`src/gdo_pkg.sv`:
```
// Shared types, constants and calendar tables for the date offset block.
`default_nettype none

package gdo_pkg;

    localparam int YEAR_W   = 14;
    localparam int MONTH_W  = 4;
    localparam int DAY_W    = 5;
    localparam int OFFSET_W = 21;
    localparam int SERIAL_W = 22;
    localparam int TOTAL_W  = 22;
    localparam int DOY_W    = 9;
    localparam int CENT_W   = 7;
    localparam int DIV100_W = 13;
    localparam int DIV100_SHIFT = 19;

    localparam logic [YEAR_W-1:0]   YEAR_MIN     = 14'd1;
    localparam logic [YEAR_W-1:0]   YEAR_MAX     = 14'd9999;
    localparam logic [DOY_W-1:0]    DAYS_COMMON  = 9'd365;
    localparam logic [DIV100_W-1:0] DIV100_RECIP = 13'd5243;
    localparam logic [CENT_W-1:0]   CENT_LAST    = 7'd99;
    localparam logic [YEAR_W-1:0]   CENT_YEARS   = 14'd100;
    localparam logic [MONTH_W-1:0]  LAST_MONTH   = 4'd12;

    typedef enum logic [3:0] {
        S_IDLE,
        S_CHECK,
        S_SPLIT,
        S_ORD,
        S_BACK,
        S_FWD,
        S_SUM,
        S_MONTH,
        S_ERR
    } t_state;

    typedef enum logic [3:0] {
        OP_NONE,
        OP_LOAD,
        OP_DIV,
        OP_REM,
        OP_ORD,
        OP_DEC,
        OP_INC,
        OP_SPAN,
        OP_SUM,
        OP_MONTH,
        OP_FIN_OK,
        OP_FIN_ERR
    } t_dp_op;

    typedef struct packed {
        logic year_bad;
        logic total_low;
        logic year_first;
        logic total_high;
        logic year_last;
        logic month_more;
    } t_dp_status;

    // Leap year from the year split into centuries and the year within the century.
    function automatic logic is_leap(input logic [CENT_W-1:0] cent,
                                     input logic [CENT_W-1:0] rest);
        return (rest[1:0] == 2'b00) && ((rest != '0) || (cent[1:0] == 2'b00));
    endfunction

    function automatic logic [DOY_W-1:0] year_len(input logic leap);
        return DAYS_COMMON + {{(DOY_W-1){1'b0}}, leap};
    endfunction

    function automatic logic [DAY_W-1:0] month_len(input logic [MONTH_W-1:0] m,
                                                   input logic leap);
        logic [DAY_W-1:0] len;
        unique case (m) inside
            4'd4, 4'd6, 4'd9, 4'd11: len = 5'd30;
            4'd2:                    len = leap ? 5'd29 : 5'd28;
            default:                 len = 5'd31;
        endcase
        return len;
    endfunction

    // Days in the first n months of a common year; twelve or more gives the whole year.
    function automatic logic [DOY_W-1:0] cum_days(input logic [MONTH_W-1:0] n);
        logic [DOY_W-1:0] sum;
        unique case (n)
            4'd0:    sum = 9'd0;
            4'd1:    sum = 9'd31;
            4'd2:    sum = 9'd59;
            4'd3:    sum = 9'd90;
            4'd4:    sum = 9'd120;
            4'd5:    sum = 9'd151;
            4'd6:    sum = 9'd181;
            4'd7:    sum = 9'd212;
            4'd8:    sum = 9'd243;
            4'd9:    sum = 9'd273;
            4'd10:   sum = 9'd304;
            4'd11:   sum = 9'd334;
            default: sum = 9'd365;
        endcase
        return sum;
    endfunction

endpackage

`default_nettype wire

```
`src/gdo_ctrl.sv`:
```
// Controller state machine that sequences the date offset datapath.
`default_nettype none

module gdo_ctrl (
    input  logic                i_clk,
    input  logic                i_rst_n,
    input  logic                i_start,
    input  gdo_pkg::t_dp_status i_status,
    output gdo_pkg::t_dp_op     o_op,
    output logic                o_busy,
    output logic                o_done
);
    import gdo_pkg::*;

    t_state r_state, n_state;
    logic   r_done, n_done;

    always_ff @(posedge i_clk) begin
        if (!i_rst_n) begin
            r_state <= S_IDLE;
            r_done  <= 1'b0;
        end else begin
            r_state <= n_state;
            r_done  <= n_done;
        end
    end

    always_comb begin
        n_state = r_state;
        n_done  = 1'b0;
        o_op    = OP_NONE;
        unique case (r_state)
            S_IDLE: begin
                if (i_start) begin
                    o_op    = OP_LOAD;
                    n_state = S_CHECK;
                end
            end
            S_CHECK: begin
                if (i_status.year_bad) begin
                    n_state = S_ERR;
                end else begin
                    o_op    = OP_DIV;
                    n_state = S_SPLIT;
                end
            end
            S_SPLIT: begin
                o_op    = OP_REM;
                n_state = S_ORD;
            end
            S_ORD: begin
                o_op    = OP_ORD;
                n_state = S_BACK;
            end
            S_BACK: begin
                if (i_status.total_low) begin
                    if (i_status.year_first) begin
                        n_state = S_ERR;
                    end else begin
                        o_op = OP_DEC;
                    end
                end else begin
                    n_state = S_FWD;
                end
            end
            S_FWD: begin
                if (i_status.total_high) begin
                    if (i_status.year_last) begin
                        n_state = S_ERR;
                    end else begin
                        o_op = OP_INC;
                    end
                end else begin
                    o_op    = OP_SPAN;
                    n_state = S_SUM;
                end
            end
            S_SUM: begin
                o_op    = OP_SUM;
                n_state = S_MONTH;
            end
            S_MONTH: begin
                if (i_status.month_more) begin
                    o_op = OP_MONTH;
                end else begin
                    o_op    = OP_FIN_OK;
                    n_done  = 1'b1;
                    n_state = S_IDLE;
                end
            end
            S_ERR: begin
                o_op    = OP_FIN_ERR;
                n_done  = 1'b1;
                n_state = S_IDLE;
            end
            default: begin
                n_state = S_IDLE;
            end
        endcase
    end

    assign o_busy = (r_state != S_IDLE);
    assign o_done = r_done;

endmodule

`default_nettype wire

```
`src/gdo_dp.sv`:
```
// Datapath of the date offset block: year and month stepping and serial day sum.
`default_nettype none

module gdo_dp #(
    parameter int EPOCH_YEAR = 1900
) (
    input  logic                                  i_clk,
    input  gdo_pkg::t_dp_op                       i_op,
    output gdo_pkg::t_dp_status                   o_status,
    input  logic        [gdo_pkg::YEAR_W-1:0]     i_year_in,
    input  logic        [gdo_pkg::MONTH_W-1:0]    i_month_in,
    input  logic        [gdo_pkg::DAY_W-1:0]      i_day_in,
    input  logic signed [gdo_pkg::OFFSET_W-1:0]   i_day_offset,
    output logic        [gdo_pkg::YEAR_W-1:0]     o_year_out,
    output logic        [gdo_pkg::MONTH_W-1:0]    o_month_out,
    output logic        [gdo_pkg::DAY_W-1:0]      o_day_out,
    output logic        [gdo_pkg::SERIAL_W-1:0]   o_serial_day,
    output logic                                  o_serial_valid,
    output logic                                  o_range_error
);
    import gdo_pkg::*;

    // Days from year 1 up to the start of the epoch year.
    localparam int EPOCH_PREV = EPOCH_YEAR - 1;
    localparam int EPOCH_DAYS = 365 * EPOCH_PREV + EPOCH_PREV / 4 - EPOCH_PREV / 100
                                + EPOCH_PREV / 400;
    localparam logic [YEAR_W-1:0]   EPOCH     = YEAR_W'(EPOCH_YEAR);
    localparam logic [SERIAL_W-1:0] EPOCH_OFS = SERIAL_W'(EPOCH_DAYS);

    logic        [YEAR_W-1:0]   r_year_in;
    logic        [MONTH_W-1:0]  r_month_in;
    logic        [DAY_W-1:0]    r_day_in;
    logic signed [OFFSET_W-1:0] r_offset;
    logic        [YEAR_W-1:0]   r_year;
    logic        [CENT_W-1:0]   r_cent;
    logic        [CENT_W-1:0]   r_rest;
    logic signed [TOTAL_W-1:0]  r_total;
    logic        [MONTH_W-1:0]  r_month;
    logic        [DOY_W-1:0]    r_doy;
    logic        [SERIAL_W-1:0] r_span;

    logic        [YEAR_W+DIV100_W-1:0] w_prod;
    logic        [YEAR_W-1:0]   w_rem;
    logic                       w_leap;
    logic        [DOY_W-1:0]    w_ylen;
    logic signed [TOTAL_W-1:0]  w_ylen_s;
    logic        [CENT_W-1:0]   w_dec_cent, w_dec_rest, w_inc_cent, w_inc_rest;
    logic signed [TOTAL_W-1:0]  w_dec_len_s;
    logic        [MONTH_W-1:0]  w_lim;
    logic        [DOY_W-1:0]    w_ord;
    logic signed [TOTAL_W-1:0]  w_ord_sum;
    logic        [DAY_W-1:0]    w_mlen;
    logic signed [TOTAL_W-1:0]  w_mlen_s;
    logic        [YEAR_W-1:0]   w_year_prev;
    logic        [YEAR_W-1:0]   w_leaps;
    logic        [SERIAL_W-1:0] w_doy_ext;

    // Year divided by 100 through a scaled reciprocal; exact for years up to 9999.
    assign w_prod = {{DIV100_W{1'b0}}, r_year} * {{YEAR_W{1'b0}}, DIV100_RECIP};
    assign w_rem  = r_year - ({{(YEAR_W-CENT_W){1'b0}}, r_cent} * CENT_YEARS);

    assign w_leap   = is_leap(r_cent, r_rest);
    assign w_ylen   = year_len(w_leap);
    assign w_ylen_s = $signed({{(TOTAL_W-DOY_W){1'b0}}, w_ylen});

    assign w_dec_rest  = (r_rest == '0) ? CENT_LAST : r_rest - 7'd1;
    assign w_dec_cent  = (r_rest == '0) ? r_cent - 7'd1 : r_cent;
    assign w_dec_len_s = $signed({{(TOTAL_W-DOY_W){1'b0}},
                                  year_len(is_leap(w_dec_cent, w_dec_rest))});
    assign w_inc_rest  = (r_rest == CENT_LAST) ? '0 : r_rest + 7'd1;
    assign w_inc_cent  = (r_rest == CENT_LAST) ? r_cent + 7'd1 : r_cent;

    // Month zero counts no earlier months; months past December count the whole year.
    always_comb begin
        if (r_month_in == '0) begin
            w_lim = '0;
        end else if (r_month_in > LAST_MONTH) begin
            w_lim = LAST_MONTH;
        end else begin
            w_lim = r_month_in - 4'd1;
        end
    end

    assign w_ord = {{(DOY_W-DAY_W){1'b0}}, r_day_in} + cum_days(w_lim)
                   + {{(DOY_W-1){1'b0}}, (w_lim >= 4'd2) & w_leap};
    assign w_ord_sum = $signed({{(TOTAL_W-DOY_W){1'b0}}, w_ord})
                       + $signed({r_offset[OFFSET_W-1], r_offset});

    assign w_mlen   = month_len(r_month, w_leap);
    assign w_mlen_s = $signed({{(TOTAL_W-DAY_W){1'b0}}, w_mlen});

    // Leap days among years 1 .. year-1: q/4 - q/100 + q/400 with q = year-1.
    assign w_year_prev = r_year - 14'd1;
    assign w_leaps = {2'b00, w_year_prev[YEAR_W-1:2]}
                     - {{(YEAR_W-CENT_W){1'b0}}, w_dec_cent}
                     + {{(YEAR_W-CENT_W+2){1'b0}}, w_dec_cent[CENT_W-1:2]};
    assign w_doy_ext = {{(SERIAL_W-DOY_W){1'b0}}, r_doy};

    assign o_status.year_bad   = (r_year < YEAR_MIN) || (r_year > YEAR_MAX);
    assign o_status.total_low  = r_total[TOTAL_W-1] || (r_total == '0);
    assign o_status.year_first = (r_year <= YEAR_MIN);
    assign o_status.total_high = (r_total > w_ylen_s);
    assign o_status.year_last  = (r_year >= YEAR_MAX);
    assign o_status.month_more = (r_month < LAST_MONTH) && (r_total > w_mlen_s);

    always_ff @(posedge i_clk) begin
        unique case (i_op)
            OP_LOAD: begin
                r_year_in  <= i_year_in;
                r_month_in <= i_month_in;
                r_day_in   <= i_day_in;
                r_offset   <= i_day_offset;
                r_year     <= i_year_in;
                r_month    <= 4'd1;
            end
            OP_DIV: begin
                r_cent <= w_prod[DIV100_SHIFT +: CENT_W];
            end
            OP_REM: begin
                r_rest <= w_rem[CENT_W-1:0];
            end
            OP_ORD: begin
                r_total <= w_ord_sum;
            end
            OP_DEC: begin
                r_year  <= w_year_prev;
                r_cent  <= w_dec_cent;
                r_rest  <= w_dec_rest;
                r_total <= r_total + w_dec_len_s;
            end
            OP_INC: begin
                r_year  <= r_year + 14'd1;
                r_cent  <= w_inc_cent;
                r_rest  <= w_inc_rest;
                r_total <= r_total - w_ylen_s;
            end
            OP_SPAN: begin
                r_doy  <= r_total[DOY_W-1:0];
                r_span <= {{(SERIAL_W-YEAR_W){1'b0}}, w_year_prev}
                          * {{(SERIAL_W-DOY_W){1'b0}}, DAYS_COMMON};
            end
            OP_SUM: begin
                r_span <= r_span + {{(SERIAL_W-YEAR_W){1'b0}}, w_leaps} - EPOCH_OFS;
            end
            OP_MONTH: begin
                r_total <= r_total - w_mlen_s;
                r_month <= r_month + 4'd1;
            end
            OP_FIN_OK: begin
                o_year_out     <= r_year;
                o_month_out    <= r_month;
                o_day_out      <= r_total[DAY_W-1:0];
                o_serial_day   <= (r_year >= EPOCH) ? r_span + w_doy_ext : w_doy_ext;
                o_serial_valid <= (r_year >= EPOCH);
                o_range_error  <= 1'b0;
            end
            OP_FIN_ERR: begin
                o_year_out     <= r_year_in;
                o_month_out    <= r_month_in;
                o_day_out      <= r_day_in;
                o_serial_day   <= '0;
                o_serial_valid <= 1'b0;
                o_range_error  <= 1'b1;
            end
            default: begin
            end
        endcase
    end

endmodule

`default_nettype wire

```
`src/gregorian_date_day_offset_top.sv`:
```
// Top level of the Gregorian date plus day offset block.
//
// Channel   Direction  Handshake            Payload
// command   in         start, busy          i_year_in, i_month_in, i_day_in, i_day_offset
// result    out        o_valid (strobe)     o_year_out, o_month_out, o_day_out,
//                                           o_serial_day, o_serial_valid, o_range_error
//
// A command transfer happens at a rising edge where start is high and busy is low.
// The block then works on that one date and raises busy until the result is ready.
// For a valid start date the work grows with Y, the number of whole years stepped (at most
// about 2872 for the full offset range), and M, the number of months stepped (at most 11).
// The year stepping loop moves one year per cycle, adding a year length to or taking one
// from the running day total, and it is the longest part of the work.
// A start year outside 1..9999 is caught in the check state and gives its error result.
// The result is shown for one cycle with o_valid and the receiver cannot stall it.
// Reset is synchronous and active low; it returns the controller to idle.
`default_nettype none

module gregorian_date_day_offset_top #(
    parameter int EPOCH_YEAR = 1900
) (
    input  logic                                  i_clk,
    input  logic                                  i_rst_n,
    input  logic                                  start,
    output logic                                  busy,
    input  logic        [gdo_pkg::YEAR_W-1:0]     i_year_in,
    input  logic        [gdo_pkg::MONTH_W-1:0]    i_month_in,
    input  logic        [gdo_pkg::DAY_W-1:0]      i_day_in,
    input  logic signed [gdo_pkg::OFFSET_W-1:0]   i_day_offset,
    output logic                                  o_valid,
    output logic        [gdo_pkg::YEAR_W-1:0]     o_year_out,
    output logic        [gdo_pkg::MONTH_W-1:0]    o_month_out,
    output logic        [gdo_pkg::DAY_W-1:0]      o_day_out,
    output logic        [gdo_pkg::SERIAL_W-1:0]   o_serial_day,
    output logic                                  o_serial_valid,
    output logic                                  o_range_error
);
    import gdo_pkg::*;

    // The controller only sees status flags and only issues one datapath operation a cycle.
    t_dp_op     w_op;
    t_dp_status w_status;

    gdo_ctrl u_ctrl (
        .i_clk    (i_clk),
        .i_rst_n  (i_rst_n),
        .i_start  (start),
        .i_status (w_status),
        .o_op     (w_op),
        .o_busy   (busy),
        .o_done   (o_valid)
    );

    // The datapath holds the working year split into century and year within the century,
    // so the leap rule needs no division while the years are stepped.
    gdo_dp #(
        .EPOCH_YEAR (EPOCH_YEAR)
    ) u_dp (
        .i_clk          (i_clk),
        .i_op           (w_op),
        .o_status       (w_status),
        .i_year_in      (i_year_in),
        .i_month_in     (i_month_in),
        .i_day_in       (i_day_in),
        .i_day_offset   (i_day_offset),
        .o_year_out     (o_year_out),
        .o_month_out    (o_month_out),
        .o_day_out      (o_day_out),
        .o_serial_day   (o_serial_day),
        .o_serial_valid (o_serial_valid),
        .o_range_error  (o_range_error)
    );

endmodule

`default_nettype wire

```
`config.mk`:
```
export PLATFORM = sky130hd
export DESIGN_NAME = gregorian_date_day_offset_top
export DESIGN_NICKNAME = d
export VERILOG_FILES = /design/src/gdo_pkg.sv /design/src/gdo_ctrl.sv /design/src/gdo_dp.sv /design/src/gregorian_date_day_offset_top.sv
export SDC_FILE = /design/constraint.sdc
export NUM_CORES = 1
export LEC_CHECK = 0
export BUFFER_PORTS_ARGS = -buffer_cell sky130_fd_sc_hd__buf_2
export CAP_MARGIN = 10
export CORE_UTILIZATION = 35
export DETAILED_ROUTE_END_ITERATION = 8
export GPL_ROUTABILITY_DRIVEN = 0
export PLACE_DENSITY = 0.59
export RECOVER_POWER = 50
export SETUP_SLACK_MARGIN = 0.3
export SKIP_CTS_REPAIR_TIMING = 1
export SYNTH_ARGS = -nofsm -noshare
export SYNTH_HDL_FRONTEND = slang
export SYNTH_SLANG_ARGS = --single-unit
export TNS_END_PERCENT = 5
```
`constraint.sdc`:
```
create_clock -name i_clk -period 7.9 [get_ports i_clk]
set_input_delay 1.58 -clock i_clk [delete_from_list [all_inputs] [get_ports i_clk]]
set_output_delay 1.58 -clock i_clk [all_outputs]
set_load 0.005 [all_outputs]
```
==> results.json <==
{
  "dieArea_um2": 55800,
  "async_reset_ff_frac": 0,
  "total_power_mw": 8.74,
  "synth_top_area_cell": "edfxtp_1",
  "clk_latency_ns": 0.50,
  "combPwrFrac": 0.728,
  "p_int_mw": 4.66,
  "yosysSeqAreaShare": 0.280,
  "yosysTopAreaCellShare": 0.275,
  "cp-start-kind": "register",
  "p_per_area_nw_per_um2": 414,
  "core_um2": 54000,
  "dr_total_vias": 14900,
  "cts_tree": "yes",
  "cp_max_fo": 8,
  "chipWidth_um": 236,
  "detail_route.wl_per_cell_um": 18.2,
  "crit_required_ns": 8.13,
  "drtPass1Iterations": 5,
  "htree_levels": 4,
  "switchingPower_mw": 4.08,
  "synth_enable_flop_cells": 176,
  "antenna_found_initial": 1,
  "grt_busiest_layer": "met2",
  "outcome": "complete, but fails checks",
  "violations": "max-capacitance violations, max-slew violations",
  "drc": 0,
  "fin_tns_setup_ns": 0,
  "drive_gt1_frac": 0.0724,
  "drt-initial-drc-count": 966,
  "critPathCaptureType": "register",
  "slew_headroom": -1.04,
  "gr-usage-met1": 0.246,
  "worst_path_max_delay_cell": "or4b_4",
  "synth_cell_types": 76,
  "p_leak_nw": 8.99,
  "layout_min_cycle_time_ns": 7.19,
  "port-buffer-count": 95,
  "ys_seq_elements": 181,
  "p_seq_frac": 0.164,
  "syn_inst": 2001,
  "cts.reportedPaths.clkPinSlew_ns": 0.08,
  "grt_usage": 0.187,
  "fin_nets": 2504,
  "synth-main-ff-cell": "edfxtp_1",
  "met3_usage": 0.0332,
  "slew_violations": 100,
  "crit_top_cell": "ha_1",
  "finalClockSkew_ns": 0.0224,
  "vias_per_cell": 5.35,
  "cts_buffer_depth": 2,
  "synth_area_leaders": "edfxtp_1, ha_1, fa_1",
  "grt_pass1_vias": 15300,
  "worst-setup-path-type": "reg2reg",
  "postRouteAntennaNets": 0,
  "p_clk_frac": 0.108,
  "critPathMaxStageDelay_ns": 0.53,
  "synth.most_common_cell": "ha_1",
  "grt_pass1_wl_um": 82200,
  "hold_path_class": "reg2reg",
  "finalSetupViolations": 0,
  "path_delay_family": "adder cells",
  "diodes": 0,
  "initial_core_util": 0.355,
  "min_period_over_period": 0.910,
  "avgSynthCellArea_um2": 9.60,
  "cap_violations": 2,
  "yosys-top-cells-count": "ha_1, inv_1, edfxtp_1",
  "ir_worst_vdd_uv": 398,
  "top_level_ports": 96,
  "dp_hpwl_um": 40100,
  "worstPathArrival_ns": 7.41,
  "yosysWarnings": 0,
  "cp_num_buf_inv": 3,
  "wl_um": 50800,
  "gr-usage-met2": 0.309,
  "num_rows": 85,
  "grt_overflow_total": 0,
  "cts-root-buf": "clkbuf_16",
  "syn-cell-area_um2": 19200,
  "fmax_mhz": 139,
  "switching_share": 0.466,
  "rsz0062_at_grt": "no",
  "synthesis.nets": 2431,
  "cts_buffers": 17,
  "hold_violations": 0,
  "grt_max_degree": 55,
  "tightest_slew_ns": 3.05,
  "cts.sink_count": 181,
  "dieHeight_um": 236,
  "syn_to_final_growth_pct": 9.88
}
metal layers:
layer / vias up / wire length (um)
met5: - / 0
met4: 0 / 1420
met3: 86 / 2630
met2: 409 / 23900
met1: 7196 / 22800
li1: 7211 / -
cells in the final DEF (no fill, tap or decap), types with 16 or more instances in the layout:
cell type / count
ha_1: 266
inv_1: 261
edfxtp_1: 176
nand2_1: 132
nor2_1: 129
fa_1: 116
o21ai_0: 105
a21oi_1: 105
xnor2_1: 103
buf_2: 58
xor2_1: 56
nand3_1: 42
clkbuf_1: 40
nor3_1: 37
a21o_1: 31
o221ai_1: 28
buf_4: 26
nand2b_1: 20
and3_1: 20
clkbuf_16: 17
o211ai_1: 16
worst min-delay path: stages, from the launching register on:
cell and delay [ns]:
edfxtp_1 0.33, nand2_1 0.04, o21ai_0 0.06
registers in the layout, summed over array words and instances (netlist names):
register and flops:
u_ctrl.o_done 1, u_ctrl.r_state 4, u_dp.o_day_out 5, u_dp.o_month_out 4
u_dp.o_range_error 1, u_dp.o_serial_day 22, u_dp.o_serial_valid 1, u_dp.o_year_out 14
u_dp.r_cent 7, u_dp.r_day_in 5, u_dp.r_doy 9, u_dp.r_month 4
u_dp.r_month_in 4, u_dp.r_offset 21, u_dp.r_rest 7, u_dp.r_span 22
u_dp.r_total 22, u_dp.r_year 14, u_dp.r_year_in 14
cell type report:
| type | instances | area, um^2 |
|---|---|---|
| clock inverter | 15 | 205 |
| multi-input combinational | 1488 | 12600 |
| timing repair buffer | 124 | 636 |
| fill | 5354 | 32900 |
| clock buffer | 17 | 425 |
| tap | 696 | 871 |
| inverter | 262 | 983 |
| sequential | 181 | 5390 |
per-stage QoR:
stage	util	cells	hold slack [ns]	cell area (um^2)	setup WS, ns
final	0.391	2783	0.536	21100	0.714
after global routing	0.391	2783	0.549	21100	0.182
after CTS	0.391	2779	0.539	21100	0.534
after detailed placement	0.379	2747	0.517	20500	0.580
after global placement	0.379	2747	0.500	20500	0.816
after floorplan	-	2001	0.439	19200	1.34
path summary, 6_finish.rpt:
path | startpoint | end | slack [ns] | cells after the start
max | u_dp.r_rest[1] | u_dp.r_span[20] | 0.71 | 32
min | u_dp.r_year_in[13] | u_dp.o_year_out[13] | 0.54 | 2
max reg2reg | u_dp.r_rest[1] | u_dp.r_span[20] | 0.71 | 32
min reg2reg | u_dp.r_year_in[13] | u_dp.o_year_out[13] | 0.54 | 2
cells by family (layout without fill, tap and decap cells):
| group | after synthesis | count (layout) | share of synthesized area |
|---|---|---|---|
| adder cells (fa/ha/maj) | 387 | 387 | 0.297 |
| AND/OR/NAND/NOR | 468 | 468 | 0.117 |
| multiplexers | 17 | 17 | 0.00932 |
| buffers and inverters | 332 | 418 | 0.0659 |
| AO/OA/AOI/OAI | 456 | 456 | 0.158 |
| flip-flops | 181 | 181 | 0.280 |
| XOR/XNOR | 160 | 160 | 0.0730 |
power by group through the flow:
stage          registers [mW]  clock network (mW)  logic (mW)
5_1_grt                  1.45               0.997        7.30
6_report                 1.44               0.944        6.36
2_1_floorplan            1.41                   0        4.91
3_3_place_gp             1.45                   0        6.20
4_1_cts                  1.43               0.967        6.40
3_5_place_dp             1.46                   0        6.35
No activity file was read; power rests on OpenSTA's default activity.
